--- src/design/lpht_pkg.sv ---
// Shared constants, codes and types of the linear-probing hash table.
package lpht_pkg;

   localparam int TABLE_DEPTH = 1024;  // power of two: home slot is the low hash bits
   localparam int ADDR_BITS   = $clog2(TABLE_DEPTH);
   localparam int KEY_BITS    = 32;
   localparam int VALUE_BITS  = 32;
   localparam int HASH_BITS   = 32;
   localparam int COUNT_BITS  = 11;

   localparam logic [COUNT_BITS-1:0] FILL_LIMIT_RESET = COUNT_BITS'(768);
   localparam logic [ADDR_BITS-1:0]  LAST_STEP        = ADDR_BITS'(TABLE_DEPTH - 1);

   localparam logic [1:0] CMD_FIND   = 2'd0;
   localparam logic [1:0] CMD_INSERT = 2'd1;
   localparam logic [1:0] CMD_DELETE = 2'd2;

   localparam logic [1:0] STATUS_DONE      = 2'd0;
   localparam logic [1:0] STATUS_NOT_FOUND = 2'd1;
   localparam logic [1:0] STATUS_DUPLICATE = 2'd2;
   localparam logic [1:0] STATUS_FULL      = 2'd3;

   typedef logic [ADDR_BITS-1:0] addr_type;

   typedef struct packed {
      logic                  occupied;
      logic                  deleted;
      logic [KEY_BITS-1:0]   key;
      logic [VALUE_BITS-1:0] value;
   } slot_type;

   typedef struct packed {
      logic     wr_en;
      addr_type wr_addr;
      slot_type wr_data;
      addr_type rd_addr;
   } ram_req_type;

   typedef struct packed {
      logic [1:0]            command;
      logic [KEY_BITS-1:0]   key;
      logic [HASH_BITS-1:0]  key_hash;
      logic [VALUE_BITS-1:0] value;
   } request_type;

   typedef struct packed {
      logic [1:0]            status;
      logic [VALUE_BITS-1:0] found_value;
      logic [COUNT_BITS-1:0] live_count;
   } result_type;

endpackage

--- src/design/lpht_probe_ctrl.sv ---
// Probe sequencer: clearing pass, linear probe over the slot memory, commit.
module lpht_probe_ctrl (
   input  logic                          clock,
   input  logic                          reset,
   input  logic                          req_valid,
   output logic                          req_ready,
   input  lpht_pkg::request_type         req,
   input  logic [lpht_pkg::COUNT_BITS-1:0] fill_limit,
   output logic                          res_valid,
   input  logic                          res_ready,
   output lpht_pkg::result_type          result,
   output lpht_pkg::ram_req_type         ram_req,
   input  lpht_pkg::slot_type            rd_data
);
   import lpht_pkg::*;

   typedef enum logic [1:0] {S_CLEAR, S_IDLE, S_PROBE, S_FINISH} state_type;

   state_type             state_ff;
   addr_type              addr_ff;
   addr_type              step_ff;
   logic [1:0]            cmd_ff;
   logic [KEY_BITS-1:0]   key_ff;
   logic [VALUE_BITS-1:0] value_ff;
   logic                  match_ff;
   addr_type              match_addr_ff;
   logic [VALUE_BITS-1:0] match_value_ff;
   logic                  free_ff;
   addr_type              free_addr_ff;
   logic [COUNT_BITS-1:0] count_ff;

   logic                  accept;
   logic                  slot_hit;
   logic                  slot_empty;
   logic                  commit;
   logic                  over_limit;
   logic [COUNT_BITS-1:0] count_in;
   slot_type              fin_data;
   addr_type              fin_addr;
   logic                  fin_write;

   assign req_ready  = (state_ff == S_IDLE);
   assign accept     = req_valid && req_ready;
   assign slot_hit   = rd_data.occupied && (rd_data.key == key_ff);
   assign slot_empty = !rd_data.occupied && !rd_data.deleted;
   assign res_valid  = (state_ff == S_FINISH);
   assign commit     = res_valid && res_ready;
   assign over_limit = ({1'b0, count_ff} + (COUNT_BITS+1)'(1)) > {1'b0, fill_limit};

   // Outcome of the finished probe.
   always_comb begin
      result.status      = STATUS_NOT_FOUND;
      result.found_value = '0;
      count_in           = count_ff;
      fin_write          = 1'b0;
      fin_addr           = match_addr_ff;
      fin_data           = '{occupied: 1'b0, deleted: 1'b1, key: key_ff, value: value_ff};
      case (cmd_ff)
         CMD_FIND: begin
            if (match_ff) begin
               result.status      = STATUS_DONE;
               result.found_value = match_value_ff;
            end
         end
         CMD_INSERT: begin
            if (match_ff) begin
               result.status = STATUS_DUPLICATE;
            end else if (over_limit || !free_ff) begin
               result.status = STATUS_FULL;
            end else begin
               result.status = STATUS_DONE;
               fin_write     = 1'b1;
               fin_addr      = free_addr_ff;
               fin_data      = '{occupied: 1'b1, deleted: 1'b0, key: key_ff, value: value_ff};
               count_in      = count_ff + COUNT_BITS'(1);
            end
         end
         CMD_DELETE: begin
            if (match_ff) begin
               result.status = STATUS_DONE;
               fin_write     = 1'b1;
               if (count_ff != '0) begin
                  count_in = count_ff - COUNT_BITS'(1);
               end
            end
         end
         default: begin
            result.status = STATUS_NOT_FOUND;
         end
      endcase
      result.live_count = count_in;
   end

   // Memory port: the clearing pass and the commit write, reads run one slot ahead.
   always_comb begin
      ram_req.wr_en   = 1'b0;
      ram_req.wr_addr = fin_addr;
      ram_req.wr_data = fin_data;
      ram_req.rd_addr = req.key_hash[ADDR_BITS-1:0];
      case (state_ff)
         S_CLEAR: begin
            ram_req.wr_en   = 1'b1;
            ram_req.wr_addr = addr_ff;
            ram_req.wr_data = '0;
         end
         S_PROBE: begin
            ram_req.rd_addr = addr_ff + ADDR_BITS'(1);
         end
         S_FINISH: begin
            ram_req.wr_en = commit && fin_write;
         end
         default: begin
            ram_req.wr_en = 1'b0;
         end
      endcase
   end

   always_ff @(posedge clock) begin
      if (reset) begin
         state_ff <= S_CLEAR;
         addr_ff  <= '0;
         count_ff <= '0;
      end else begin
         case (state_ff)
            S_CLEAR: begin
               addr_ff <= addr_ff + ADDR_BITS'(1);
               if (addr_ff == LAST_STEP) begin
                  state_ff <= S_IDLE;
               end
            end
            S_IDLE: begin
               if (accept) begin
                  cmd_ff   <= req.command;
                  key_ff   <= req.key;
                  value_ff <= req.value;
                  addr_ff  <= req.key_hash[ADDR_BITS-1:0];
                  step_ff  <= '0;
                  match_ff <= 1'b0;
                  free_ff  <= 1'b0;
                  if (req.command == CMD_FIND || req.command == CMD_INSERT ||
                      req.command == CMD_DELETE) begin
                     state_ff <= S_PROBE;
                  end else begin
                     state_ff <= S_FINISH;
                  end
               end
            end
            S_PROBE: begin
               if (!rd_data.occupied && !free_ff) begin
                  free_ff      <= 1'b1;
                  free_addr_ff <= addr_ff;
               end
               if (slot_hit) begin
                  match_ff       <= 1'b1;
                  match_addr_ff  <= addr_ff;
                  match_value_ff <= rd_data.value;
                  state_ff       <= S_FINISH;
               end else if (slot_empty || step_ff == LAST_STEP) begin
                  state_ff <= S_FINISH;
               end else begin
                  addr_ff <= addr_ff + ADDR_BITS'(1);
                  step_ff <= step_ff + ADDR_BITS'(1);
               end
            end
            S_FINISH: begin
               if (commit) begin
                  count_ff <= count_in;
                  state_ff <= S_IDLE;
               end
            end
            default: begin
               state_ff <= S_IDLE;
            end
         endcase
      end
   end

endmodule

--- config.mk ---
export PLATFORM = sky130hd
export DESIGN_NAME = lpht_probe_ctrl
export DESIGN_NICKNAME = d
export VERILOG_FILES = /design/src/design/lpht_pkg.sv /design/src/design/lpht_probe_ctrl.sv
export SDC_FILE = /design/constraint.sdc
export NUM_CORES = 1
export LEC_CHECK = 0
export BUFFER_PORTS_ARGS = -buffer_cell sky130_fd_sc_hd__buf_2
export CAP_MARGIN = 20
export CORE_ASPECT_RATIO = 0.5
export CORE_MARGIN = 4
export CORE_UTILIZATION = 52
export DETAILED_ROUTE_END_ITERATION = 8
export PLACE_DENSITY = 0.94
export SYNTH_ARGS = -nofsm -noshare
export SYNTH_HDL_FRONTEND = slang
export SYNTH_SLANG_ARGS = --single-unit
--- constraint.sdc ---
create_clock -name clock -period 8.85 [get_ports clock]
set_input_delay 0 -clock clock [delete_from_list [all_inputs] [get_ports clock]]
set_output_delay 0 -clock clock [all_outputs]
set_load 0.02 [all_outputs]
# Word level (Yosys, flattened, before mapping)
# Index checks and enable logic that the tools add are counted.
# word_totals
regBits	153
in_bits	179
elab_cells	109
output_inout_bits	134
# op_classes
addsub	5
n_mux	44
n_lt_le_gt_ge	1
bitwise	1
n_reduce_logical	28
eq_ne	18
# ops
operator	n
2-to-1 mux 66 bit	3
2-to-1 mux 10 bit	10
2-to-1 mux 76 bit	1
2-to-1 mux 11 bit	4
2-to-1 mux 33 bit	1
equality test 32 bit	1
2-to-1 mux 32 bit	1
one-hot mux 10 bit (3 select lines)	1
one-hot mux 11 bit (2 select lines)	1
adder 10 x 1 -> 10 bit, second input constant	2
equality test 10 bit, second input constant	2
one-hot mux 10 bit (2 select lines)	1
AND reduction 4 bit	4
2-to-1 mux 2 bit	7
adder 11 x 1 -> 12 bit, second input constant	1
> comparator 12 x 11 -> 1 bit	1
adder 11 x 1 -> 11 bit, second input constant	1
nonzero test 11 bit	1
subtractor 11 x 1 -> 11 bit, second input constant	1
inequality test 2 bit, second input constant	5
AND reduction 3 bit	3
equality test 2 bit, second input constant	4
2-to-1 mux 1 bit	8
one-hot mux 1 bit (2 select lines)	4
other kinds (14)	29

# Depth between registers and ports, before layout
# logic_depth
ltp_word	8
depth_mapped	13
ltp_nobuf	11

# Worst setup path before layout
# No wires, ideal clock.
# synth_path
path_type	register -> output
from	reg count_ff[0]
to	out result[6] (netlist name)
slack_ns	5.421
path_buffers	1
path_stages_with_launch	13
required_ns	8.850
t_arrival_ns	3.429
cell_sequence	dfxtp_1 nand3_1 nor3_1 nand3_1 xnor2_1 ha_1 a21o_1 a211oi_1 a211oi_2 nor4_4 buf_4 a221oi_1 a211oi_1
# synth_rtl
item	line_no	rtl
start: declaration	lpht_probe_ctrl.sv:30	logic [COUNT_BITS-1:0] count_ff;
start signal: assignment	lpht_probe_ctrl.sv:167	count_ff <= count_in;
end: declaration	lpht_probe_ctrl.sv:11	output lpht_pkg::result_type result,

==> results_dict.tcl <==
set metrics [dict create \
    track_usage 0.2861 \
    relSlewSlack 0.3526 \
    timing.fmax_mhz 204.1 \
    grt_max_degree 66 \
    grt_pass1_wl_um 41670 \
    p_leak_nw 4.880 \
    crit_fanout 14 \
    antenna_found_initial 1 \
    nets 1334 \
    syn_area_um2 8274 \
    drcViolationCount 0 \
    hold_path.class "in -> reg" \
    fin_crit_sh 0.5537 \
    grt_remaining_overflow 0 \
    fillCellCount 1050 \
    whs_endpoint "cmd_ff[1]" \
    place_congestion 0.9673 \
    worstPathArrival_ns 4.90 \
    worstHoldPathCells 2 \
    finClkSkew_ns 0.01285 \
    cts_tree "built" \
    core_area_um2 15490 \
    wl_per_cell_um 19.98 \
    design.die.area_um2 18120 \
    path_cells "nand3_1 > nor3_1 > nand3_1 > xnor2_1 > ha_1 > and3_1 > a211oi_1 > a211oi_2 > o31ai_2 > and3_1 > o22ai_1 > buf_2" \
    period_minus_slack_ns 4.901 \
    numCtsBuffers 17 \
    maxSlewViolCount 0 \
    synth_nets 961 \
    die_h_um 97.20 \
    h-tree-depth 4 \
    layout-drive-gt1-share 0.3057 \
    synth_seq_area_share 0.5274 \
    worst_slack_ns 3.949 \
    worstSetupEndpointType "primary output" \
    reg2reg_slack_ns 4.38 \
    cts_root_buffer "clkbuf_16" \
    cp-start-kind "flop" \
    peakVddDrop_v 0.0001252 \
    synth_edf_count 130 \
    wirelength_um 26980 \
    syn_to_final_growth_pct 39.14 \
    post-dp-hpwl_um 17320 \
    cpPeakStageDelay_ns 0.79 \
    drtAntennaViolNets 0 \
    pre_cts_ws_ns 4.484 \
    fin_setup_tns_ns 0 \
    ios 313 \
    synthArstFlopShare 0 \
    reg2reg_depth 12 \
    slowest_stage "o31ai_2" \
    timing.rr.end "count_ff[7]" \
    dr.pass1.iters 5 \
    timing.max_cap.violations 0 \
    clk_latency_ns 0.42 \
    hold_viol_final 0 \
    initial_core_util 0.5340 \
    cts_max_path_buffers 2 \
    ys_warn_count 0 \
    synthCells 759 \
    final_common_cell "buf_2" \
    status "finished, final reports clean" \
    critPathBufInv 1 \
    rows 32 \
    crit_family "simple AND/OR/NAND/NOR gates" \
    clock-sinks 153 \
    io_buffers 290 \
    worstMarginPinSlew_ns 0.9711 \
    syn_avg_cell_area_um2 10.90 \
    rsz0062_at_grt "no" \
    clk_pin_slew_ns 0.07 \
    worstPathRequired_ns 8.85 \
    drt_iter0_markers 712 \
    crit_type "reg -> out" \
    hold_start "req_valid" \
    grt_pass1_vias 7847 \
    synth_ff_type "edfxtp_1" \
    die_w_um 186.4 \
    finalSetupViolCount 0 \
    synth.distinct_cells 73 \
    num_vias 7794 \
    r2r-start "count_ff[2]" \
    vias_per_cell 5.773 \
    final_cell_mix "buf_2 (290), edfxtp_1 (130), dlygate4sd3_1 (108), nor2b_1 (68), nor2_1 (48)" \
    synth-seq-cells 153 \
    cellPowerDensity_nw_per_um2 160.8 \
]
worst register-to-register path, delay by kind of cell, from the launching register on:
family          cells  cell delay [ns]
buf+inv             1             0.37
simple gates        5             1.81
fa+ha+maj           1             0.32
xor+xnor            1             0.22
flops               1             0.60
compound gates      4             1.03
Yosys cell counts (3+ instances only):
cell type	instances	share of area
a21o_1	5	0.0045
clkbuf_1	43	0.020
a221oi_1	4	0.0042
nand2b_1	6	0.0045
o31ai_1	13	0.012
nand3_1	24	0.015
and3_1	45	0.034
nor2_1	48	0.022
o211ai_1	4	0.0036
a31oi_1	4	0.0030
nand4_1	18	0.014
edfxtp_1	130	0.47
dfxtp_1	23	0.056
o2bb2ai_1	3	0.0032
inv_1	26	0.012
ha_1	23	0.035
a22oi_1	9	0.0082
xor2_1	7	0.0074
buf_2	3	0.0018
nor3_1	11	0.0067
o311ai_0	9	0.0095
xnor2_1	46	0.049
mux2i_1	17	0.021
nor2b_1	68	0.051
or3_1	4	0.0030
a21oi_1	26	0.016
o21ai_0	28	0.017
nand2_1	44	0.020
nor4_1	4	0.0030
a211oi_1	5	0.0045
sequential cells by signal (all words and copies together), names as in the netlist:
register and count:
key_ff 32, free_ff 1, value_ff 32, addr_ff 10
state_ff 2, free_addr_ff 10, step_ff 10, match_ff 1
cmd_ff 2, match_value_ff 32, match_addr_ff 10, count_ff 11
metrics by stage:
stage / utilization / hold slack, ns / instance area, µm² / power [W] / cells
final: 0.7430 / 0.04463 / 11510 / 0.001851 / 1350
after global routing: 0.7430 / 0.04882 / 11510 / 0.001909 / 1350
after CTS: 0.7393 / 0.03094 / 11450 / 0.001837 / 1347
after detailed placement: 0.6324 / 0.1781 / 9799 / 0.001082 / 1207
after global placement: 0.6324 / 0.1766 / 9799 / 0.001072 / 1207
after floorplan: - / 0.09887 / 8274 / 0.0009781 / 759
worst max-delay path by stage:
stage / startpoint / end / slack, ns / depth (start not counted)
floorplan: count_ff[0] / result[6] / 5.42 / 12
global placement: count_ff[2] / count_ff[3] / 4.64 / 12
detailed placement: count_ff[2] / count_ff[7] / 4.48 / 12
CTS: count_ff[2] / result[6] / 4.08 / 12
global route: count_ff[2] / result[6] / 3.69 / 12
finish: count_ff[2] / result[1] / 3.95 / 12
cell type report:
cell class | instances | area, µm² | share of cell area
diodes | 1 | 2.502 | 0.0002174
repair buffers | 404 | 2618 | 0.2274
flip-flops and latches | 153 | 4364 | 0.3791
multi-input cells | 530 | 3601 | 0.3128
clock inverters | 11 | 123.9 | 0.01076
clock buffers | 21 | 450.4 | 0.03913
well taps | 204 | 255.2 | 0.02217
inverters | 26 | 97.59 | 0.008477
where the power goes:
group          leakage (nW)  switching [W]  internal [W]
Sequential             1.37      0.0000172      0.000799
Combinational          3.25       0.000174      0.000129
Clock                 0.263       0.000308      0.000424
logic make-up after synthesis:
kind of cell / Yosys count / share of synthesized area
compound gates: 142 / 0.1241
flops: 153 / 0.5274
fa+ha+maj: 23 / 0.03478
mux: 18 / 0.02193
simple gates: 294 / 0.1969
buf+inv: 76 / 0.03871
xor+xnor: 53 / 0.05610
per-layer routing:
metal / routed length (µm) / share of wire / up-vias / GRT usage
met5: 0 / 0 / - / 0
met4: 881 / 0.033 / 0 / 0.09881
met3: 2128 / 0.079 / 72 / 0.06497
met2: 13710 / 0.51 / 439 / 0.5098
met1: 10260 / 0.38 / 3727 / 0.3454
li1: - / - / 3556 / -
what timing repair did:
item	CTS	global route
hold buffers	108	0
buffers inserted	0	0
hold endpoints to repair	108	0
gates resized for setup	0	0
Note: power is estimated with default switching activity, not from simulation.
